--- src/rtl/ksel_pkg.sv ---
// ksel_pkg: sizes and shared types for the k-th smallest selector
// used by the interfaces, the sorting cell and the top level
package ksel_pkg;

    localparam int MAX_RANK = 64;
    localparam int VALUE_W  = 32;
    localparam int RANK_W   = $clog2(MAX_RANK + 1);

    typedef logic signed [VALUE_W-1:0] t_value;
    typedef logic [RANK_W-1:0]         t_rank;

    // what one cell hands to its right-hand neighbour
    typedef struct packed {
        logic   valid;
        logic   le;
        t_value value;
    } t_link;

endpackage

--- src/rtl/ksel_cell.sv ---
// ksel_cell: one compare-and-shift cell of the sorted chain
// depends on ksel_pkg for t_link and t_value
module ksel_cell (
    input  logic             i_clk,
    input  logic             i_rst_n,
    input  logic             i_en,
    input  logic             i_ins,
    input  logic             i_clr,
    input  ksel_pkg::t_value i_sample,
    input  ksel_pkg::t_link  i_left,
    output ksel_pkg::t_link  o_link
);

    logic             r_valid;
    ksel_pkg::t_value r_value;
    logic             n_valid;
    ksel_pkg::t_value n_value;
    logic             le;

    // entry beyond the rank is treated as gone
    assign le = r_valid && i_en && (r_value <= i_sample);

    always_comb begin
        n_valid = r_valid && i_en;
        n_value = r_value;
        priority if (i_clr) begin
            n_valid = 1'b0;
        end else if (i_ins) begin
            priority if (le) begin
                n_valid = 1'b1;
            end else if (i_left.le) begin
                n_valid = i_en;
                n_value = i_sample;
            end else begin
                n_valid = i_left.valid && i_en;
                n_value = i_left.value;
            end
        end else begin
            n_valid = r_valid;
        end
    end

    always_ff @(posedge i_clk) begin
        if (!i_rst_n) begin
            r_valid <= 1'b0;
        end else begin
            r_valid <= n_valid;
        end
    end

    always_ff @(posedge i_clk) begin
        r_value <= n_value;
    end

    assign o_link.valid = r_valid && i_en;
    assign o_link.le    = le;
    assign o_link.value = r_value;

endmodule

--- config.mk ---
export PLATFORM = sky130hd
export DESIGN_NAME = ksel_cell
export DESIGN_NICKNAME = d
export VERILOG_FILES = /design/src/rtl/ksel_pkg.sv /design/src/rtl/ksel_cell.sv
export SDC_FILE = /design/constraint.sdc
export NUM_CORES = 1
export LEC_CHECK = 0
export ABC_AREA = 1
export BUFFER_PORTS_ARGS = -buffer_cell sky130_fd_sc_hd__buf_2
export CAP_MARGIN = 20
export CELL_PAD_IN_SITES_DETAIL_PLACEMENT = 1
export CELL_PAD_IN_SITES_GLOBAL_PLACEMENT = 1
export CORE_MARGIN = 2
export CORE_UTILIZATION = 36
export DETAILED_ROUTE_END_ITERATION = 8
export PLACE_DENSITY = 0.95
export SLEW_MARGIN = 10
export SYNTH_ARGS = -nofsm -noshare
export SYNTH_HDL_FRONTEND = slang
export SYNTH_SLANG_ARGS = --single-unit
--- constraint.sdc ---
create_clock -name i_clk -period 6.87 [get_ports i_clk]
set_input_delay 0.3435 -clock i_clk [delete_from_list [all_inputs] [get_ports i_clk]]
set_output_delay 0.3435 -clock i_clk [all_outputs]
set_load 0.02 [all_outputs]
# == Word-level counts from Yosys, hierarchy flattened ==
# Cells that the tools add are included.
# op_classes
magnitude_cmp,1
mux,3
bitwise_logic,3
reduce_logical,5
# op_table
op,count
32-bit <= comparator,1
32-bit 2-to-1 mux,1
1-bit logical AND,3
1-bit NOT,3
3-bit AND reduction,1
1-bit 2-to-1 mux,2
2-bit OR reduction,1
# word_totals
ff_bits,33
inputBits,71
output_inout_bits,34
wordCells,14

# == Logic depth before layout (Yosys ltp) ==
# Gate-level depths: netlist of the first run.
# logic_depth
word_depth,4
mapped_depth,19
ltp_nobuf,19

# == Least setup slack after synthesis of the first run ==
# Ideal clock, no wire load.
# synth_timing
path_type,register -> register
from,register r_value[31]
to,register r_value[0] (enable)
setup_ns,0.395
arrival_time_ns,2.427
required_time_ns,6.475
path_slack_ns,4.047
stages_incl_launch_ff,12
n_path_buf,0
period_less_slack_ns,2.823
path_cell_list,edfxtp_1 > ha_1 > a21oi_1 > o21a_2 > nand2_1 > a21oi_1 > nand2_1 > nand2_1 > nand3_2 > nand2_2 > nand2_1 > nor2_2
# synth_via
elab_chain_len,4
# synth_lines
item,line_no,text
"start, declared",ksel_cell.sv:15,ksel_pkg::t_value r_value;
"start signal, assigned",ksel_cell.sv:52,r_value <= n_value;
32-bit <= comparator,ksel_cell.sv:21,assign le = r_valid && i_en && (r_value <= i_sample);
1-bit logical AND,ksel_cell.sv:21,
1-bit NOT (no line),n/a,
3-bit AND reduction (no line),n/a,
# No other way between the ends.
# A chain may end at the register's enable or synchronous reset.

# == Worst setup path in the final report of the first run ==
# layout_timing
from,register r_value[31]
to,register r_value[23] (enable)
# Same word-level chain as after synthesis.

==> qor.csv, run 1 <==
stage;metric;value;unit
outcome;outcome;finished, final reports clean;
routing;viasPerCell;4.77;
die;core;0.00599;sq mm
global_routing;grt_remaining_overflow;0;
power_and_ir_drop;p_seq_share;48.2;%
synth;synthTopCellsByArea;edfxtp_1 43%, ha_1 18%, a21oi_1 10%, nand2_1 6.8%, inv_1 6.5%;
cells_and_area;fin_cells;441;
critical_path;path_class;flip-flop to flip-flop;
cts;postCtsHoldBufs;0;
cts;clk_latency;0.28;ns
critical_path;crit-reg2reg-launch;r_value[31];
global_routing;grt.met1_usage;20.9;%
power_and_ir_drop;ir_drop;72.3;uV
sta;slew_headroom;34.4;%
cts;cts.path.max_buffers;2;
routing;totalWireLength;6030;um
critical_path;end_kind;flip-flop;
power_and_ir_drop;p_comb_share;23.6;%
placement;hpwlAfterDp;4850;um
sta;setup_ws;4.07;ns
synth;ys_ff_latch;33;
critical_path;critical_path.endpoint;r_value[23];
sta;worst_pin_slew;0.982;ns
power_and_ir_drop;clockPowerShare;28.3;%
synth;synthCells;262;
critical_path;cpMaxStageDelayCell;nor2_4;
sta;worst_hold_slack;0.358;ns
critical_path;crit_path_max_fanout;32;
critical_path;critPathMaxStageDelay;0.75;ns
die;rows;28;
die;initial_core_util;37.7;%
routing;drtAntennaViolNets;0;
placement;portBuffers;104;
cts;cts_tree;yes;
sta;setup_tns;0;ns
critical_path;rrSetupSlack;4.07;ns
synth;synth_warnings;0;
die;dieArea;0.00692;sq mm
sta;drv_slew;0;
placement;place.gp.congestion;0.738;
routing;dr.pass1.iters;4;
power_and_ir_drop;swShare;29.5;%
synth;syn_avg_cell_area;8.62;sq um
cells_and_area;layout_common_cells;104 x buf_2, 45 x a21oi_1, 41 x nand2_1;
global_routing;met2_usage;33.5;%
routing;drtIter0Drc;46;
cells_and_area;area_delta_synth_final;29.3;%
cts;cts-root-buf;clkbuf_8;
global_routing;grt_usage;18.2;%
placement;dp.cells;434;
cells_and_area;final_common_cell;buf_2;
cells_and_area;final_nets;469;
cts;cts_made_buffers;5;
cells_and_area;stdcell_area;0.00292;sq mm
routing;drc;0;
die;pin_count;105;
critical_path;start_kind;flip-flop;
cts;postCtsSetupBuffers;0;
cells_and_area;drive_above_1_share;34.2;%
sta;clock_skew;0.00691;ns
global_routing;busiest_layer;met2;
global_routing;grt_use_met3;3.88;%
power_and_ir_drop;intPower;0.352;mW
synth;yosysSeqAreaShare;43.5;%
sta;fin_crit;2.80;ns
die;die_h;83.2;um
global_routing;grt_pass1_wl;10200;um
cts;htreeDepth;2;
power_and_ir_drop;power.leakage;1.53;nW
synth;syn_nets;365;
global_routing;grt_start_max_net_pins;65;
critical_path;reg2reg_depth;11;
job;drv_cap;0;
global_routing;antenna_found_initial;1;
synth;yosysUniqueCellTypes;24;
power_and_ir_drop;p_switching;0.147;mW
cts;cts.sinks;33;
critical_path;crit_start;r_value[31];
synth;synth_top_cell_area_share;42.6;%
placement;placed_area;0.00284;sq mm
synth;yosysTopAreaCell;edfxtp_1;
critical_path;crit_top_cell;nand2_1;
cts;path_clk_slew;0.07;ns
sta;setup_viol;0;
sta;clock.fmax;357;MHz
cts;cts_resized;0;
synth;synth.cell_area;0.00226;sq mm
die;die_w;83.2;um
critical_path;regToRegEndpoint;r_value[23];
cells_and_area;num_antenna_cells;0;
routing;num_vias;2105;
placement;pre_cts_slack;3.95;ns
sta;hold_viol;0;
sta;period_share;40.8;%
sta;rsz0062_at_grt;no;
routing;detail_route.wl_per_cell;13.7;um
critical_path;cp.required;6.77;ns
global_routing;grt_pass1_vias;2207;
min_path;holdCritPathClass;primary input to flip-flop;
critical_path;path_cells;ha_1, a21oi_1, o21a_2, nand2_1, a21oi_1, nand2_1, nand2_1, nand3_2, nand2_2, nand2_1, nor2_4;
critical_path;critPathArrivalTime;2.71;ns
power_and_ir_drop;p_per_area;171;mW/mm^2
==> cell type report <==
| cell class | instances | area [sq um] |
|---|---|---|
| Clock buffer | 6 | 72.6 |
| Clock inverter | 1 | 3.75 |
| Fill cell | 768 | 3070 |
| Inverter | 44 | 165 |
| Multi-Input combinational cell | 177 | 1070 |
| Sequential cell | 33 | 981 |
| Tap cell | 75 | 93.8 |
| Timing Repair Buffer | 105 | 528 |
==> power groups by stage <==
stage	sequential (mW)	clock [mW]	combinational, mW
floorplan	0.256	0	0.0605
global placement	0.244	0	0.112
detailed placement	0.245	0	0.119
CTS	0.240	0.145	0.120
global route	0.242	0.153	0.135
finish	0.240	0.141	0.118
==> cells in the mapped netlist <==
| master | count |
|---|---|
| clkinv_1 | 1 |
| nand2_1 | 41 |
| nand2_2 | 2 |
| nor3b_1 | 1 |
| nand3_2 | 2 |
| o21a_1 | 1 |
| nand4_2 | 1 |
| a21o_1 | 1 |
| inv_1 | 39 |
| ha_1 | 32 |
| inv_2 | 4 |
| o21ai_0 | 3 |
| mux2_2 | 1 |
| nand4_1 | 1 |
| a21oi_1 | 45 |
| buf_4 | 1 |
| dfxtp_1 | 1 |
| nor2_2 | 4 |
| nand3_1 | 2 |
| edfxtp_1 | 32 |
| buf_6 | 1 |
| clkbuf_1 | 6 |
| o21a_2 | 1 |
| nor2_1 | 39 |
==> logic make-up after synthesis <==
group,synth area share (%)
adder cells (fa/ha/maj),17.7
flip-flops,43.5
AND/OR/NAND/NOR,17.5
buffers and inverters,9.15
multiplexers,0.499
AO/OA/AOI/OAI,11.7
==> worst min-delay path by stage <==
stage,slack [ns],to,startpoint,depth (start not counted)
2_1_floorplan,0.49,r_valid,i_ins,3
3_3_place_gp,0.57,r_valid,r_valid,4
3_5_place_dp,0.61,r_valid,r_valid,4
4_1_cts,0.36,r_valid,i_clr,4
5_1_grt,0.36,r_value[0],i_left[0],2
6_report,0.36,r_valid,i_clr,4
==> flip-flops by register name, summed over array words and instances, names as in the netlist <==
| signal | flops |
|---|---|
| r_value | 32 |
| r_valid | 1 |
==> metrics by stage <==
| step | power, mW | utilization (%) |
|---|---|---|
| 2_1_floorplan | 0.316 | - |
| 3_3_place_gp | 0.357 | 47.5 |
| 3_5_place_dp | 0.364 | 47.5 |
| 4_1_cts | 0.505 | 48.7 |
| 5_1_grt | 0.530 | 48.7 |
| 6_report | 0.499 | 48.7 |
==> layer usage <==
metal | share of wire [%] | vias up
li1 | - | 1070
met1 | 41 | 961
met2 | 52 | 60
met3 | 5.0 | 12
met4 | 1.8 | 2
met5 | 0.18 | -
==> worst max-delay path: cells and delay by family, from the launching register on <==
family          cells  cell delay (ns)
simple gates        7             1.19
fa+ha+maj           1             0.35
compound gates      3             0.47
flops               1             0.41
(Power assumes the default switching activity.)
==> inputs of run 2 (changes only) <==
Settings changed: CORE_UTILIZATION 36 to 30, PLACE_DENSITY 0.95 to 0.87.
Clock period 6.87 ns to 2.46 ns, I/O delays scaled along.
==> run 2 against run 1 <==
  * Setup slack got worse by 3.9 ns
  * Global-route usage fell by 3.2 points
  * Sequential power rose to 2.8 times the previous value
  * Sequential share of layout area fell by 3.4 points
  * Register-to-register slack got worse by 3.9 ns
  * Non-clock buffer count rose by 11
  * Wire length rose by 2.7%
  * Via count rose by 3.5%
  * Critical path type unchanged
  * Clock skew rose by 0.00059 ns
  * Power rose to 3.0 times the previous value
  * Critical path depth rose by 1
  * Largest cell class unchanged
  * Clock-buffer cell count rose by 2
==> qor.csv, run 2 (synthesis gave the netlist of run 1 again) <==
stage;metric;value;unit;change
cts;clk_latency;0.28;ns;about the same
critical_path;path_cells;ha_4, nand2_1, nor2_2, nand2_2, nor2_2, nand2_2, nand3_1, nand3_2, nand2_2, nand2_2, nor2_4, clkbuf_16;;was ha_1, a21oi_1, o21a_2, nand2_1, a21oi_1, nand2_1, nand2_1, nand3_2, nand2_2, nand2_1, nor2_4
critical_path;crit_family;simple AND/OR/NAND/NOR gates;;unchanged
cts;cts.path.max_buffers;2;;unchanged
sta;drv_slew;0;;unchanged
sta;clock.fmax;430;MHz;was 357 MHz
critical_path;crit_top_cell;nand2_2;;was nand2_1
die;die_w;90.7;um;was 83.2 um
sta;rsz0062_at_grt;yes;;was no
cts;cts_tree;yes;;unchanged
cells_and_area;reg_top3;r_value x32, r_valid x1;;unchanged
die;pin_count;105;;unchanged
routing;dr.pass1.iters;3;;was 4
die;die_h;90.7;um;was 83.2 um
die;initial_core_util;31.1;%;was 37.7%
cts;path_clk_slew;0.07;ns;about the same
critical_path;crit_path_max_fanout;8;;was 32
global_routing;grt_remaining_overflow;0;;unchanged
cells_and_area;fill_cells;910;;was 768
cells_and_area;final_common_cell;buf_2;;unchanged
min_path;holdCritPathClass;primary input to flip-flop;;unchanged
sta;setup_viol;0;;unchanged
cts;postCtsHoldBufs;0;;unchanged
power_and_ir_drop;power.leakage;1.61;nW;was 1.53 nW
global_routing;grt_usage;14.9;%;was 18.2%
sta;worst_pin_slew;0.392;ns;was 0.982 ns
sta;hold_viol;0;;unchanged
global_routing;grt_start_max_net_pins;40;;was 65
sta;slew_headroom;73.8;%;was 34.4%
global_routing;grt_pass1_wl;10000;um;was 10200 um
critical_path;start_kind;flip-flop;;unchanged
cts;cts-root-buf;clkbuf_8;;unchanged
cts;htreeDepth;2;;unchanged
sta;setup_tns;0;ns;unchanged
die;core;0.00725;sq mm;was 0.00599 sq mm
job;drv_cap;0;;unchanged
cts;cts_made_buffers;5;;unchanged
critical_path;cp.required;2.46;ns;was 6.77 ns
cells_and_area;largest_reg_flops;32;;unchanged
placement;portBuffers;104;;unchanged
placement;hpwlAfterDp;4830;um;was 4850 um
outcome;outcome;finished, final reports clean;;unchanged
cells_and_area;largest-register;r_value;;unchanged
placement;pre_cts_slack;0.155;ns;was 3.95 ns
sta;setup_ws;0.133;ns;was 4.07 ns
die;rows;31;;was 28
die;dieArea;0.00823;sq mm;was 0.00692 sq mm
cells_and_area;layout_common_cells;104 x buf_2, 39 x inv_1, 38 x a21oi_1, 38 x nand2_1, 36 x nor2_1;;was 104 x buf_2, 45 x a21oi_1, 41 x nand2_1
critical_path;critPathMaxStageDelay;0.44;ns;was 0.75 ns
sta;period_share;94.6;%;was 40.8%
global_routing;antenna_found_initial;0;;was 1
routing;drtIter0Drc;27;;was 46
routing;totalWireLength;6190;um;was 6030 um
cells_and_area;drive_above_1_share;42.1;%;was 34.2%
power_and_ir_drop;p_per_area;454;mW/mm^2;was 171 mW/mm^2
routing;detail_route.wl_per_cell;13.0;um;was 13.7 um
cells_and_area;fin_cells;477;;was 441
cells_and_area;num_antenna_cells;0;;unchanged
placement;placed_area;0.00292;sq mm;was 0.00284 sq mm
cells_and_area;area_delta_synth_final;44.0;%;was 29.3%
placement;dp.cells;460;;was 434
sta;clock_skew;0.00750;ns;was 0.00691 ns
routing;viasPerCell;4.57;;was 4.77
critical_path;cpMaxStageDelayCell;edfxtp_1;;was nor2_4
global_routing;grt_pass1_vias;2259;;was 2207
routing;drtAntennaViolNets;0;;unchanged
critical_path;critPathArrivalTime;2.33;ns;was 2.71 ns
cells_and_area;stdcell_area;0.00325;sq mm;was 0.00292 sq mm
power_and_ir_drop;ir_drop;201;uV;was 72.3 uV
routing;num_vias;2178;;was 2105
placement;place.gp.congestion;0.647;;was 0.738
sta;fin_crit;2.33;ns;was 2.80 ns
critical_path;path_class;flip-flop to flip-flop;;unchanged
critical_path;end_kind;flip-flop;;unchanged
cells_and_area;final_util;44.8;%;was 48.7%
critical_path;crit_buf_inv;1;;was 0
routing;drc;0;;unchanged
cells_and_area;final_nets;480;;was 469
cts;cts.sinks;33;;unchanged
[run 2: cell count changes in the layout (fill, tap and decap cells not counted), sizes merged]
| cell | delta |
|---|---|
| buf | +9 |
| clkinv | -1 |
| clkbuf | +4 |
[run 2: routing by layer]
layer  track usage, %  part of all wire [%]  up-vias  wire, um
met1             17.5                    42     1021      2590
met4             3.85                   1.1        0        66
met3             3.09                   4.7        5       292
met2             27.5                    52       58      3240
li1                 -                     -     1094         -
met5                0                     0        -         0
[run 2: timing repair]
| action | 4_1_cts | 5_1_grt |
|---|---|---|
| gates resized for setup | 0 | 20 |
| setup endpoints to repair | 0 | 32 |
| buffers inserted | 0 | 6 |
[run 2: path summary, 6_finish.rpt]
check         startpoint  depth (start not counted)  slack, ns     endpoint
max          r_value[31]                         12       0.13  r_value[15]
min                i_ins                          4       0.12      r_valid
max reg2reg  r_value[31]                         12       0.13  r_value[15]
min reg2reg      r_valid                          4       0.60      r_valid
[run 2: metrics by stage]
| stage | hold slack (ns) | power [mW] |
|---|---|---|
| 2_1_floorplan | 0.268 | 0.887 |
| 3_3_place_gp | 0.422 | 1.01 |
| 3_5_place_dp | 0.424 | 1.03 |
| 4_1_cts | 0.124 | 1.45 |
| 5_1_grt | 0.145 | 1.57 |
| 6_report | 0.124 | 1.48 |
[run 2: final cells by class]
class	instances	area [sq um]	area share [%]
inverter	44	165	5.08
timing repair buffer	116	662	20.4
clock buffer	8	90.1	2.77
tap	99	124	3.81
sequential	33	981	30.2
multi-input combinational	177	1230	37.8
[run 2: worst register-to-register path, delay by kind of cell, from the launching register on]
| kind | cells | cell delay [ns] |
|---|---|---|
| buf+inv | 1 | 0.22 |
| simple gates | 10 | 1.07 |
| fa+ha+maj | 1 | 0.32 |
| flops | 1 | 0.44 |
[run 2: where the power goes]
group / switching, mW / internal, mW / total (mW) / leakage, nW
logic: 0.210 / 0.170 / 0.379 / 1.26
registers: 0.0178 / 0.655 / 0.673 / 0.306
clock network: 0.195 / 0.228 / 0.423 / 0.0455
total: 0.422 / 1.05 / 1.48 / 1.61
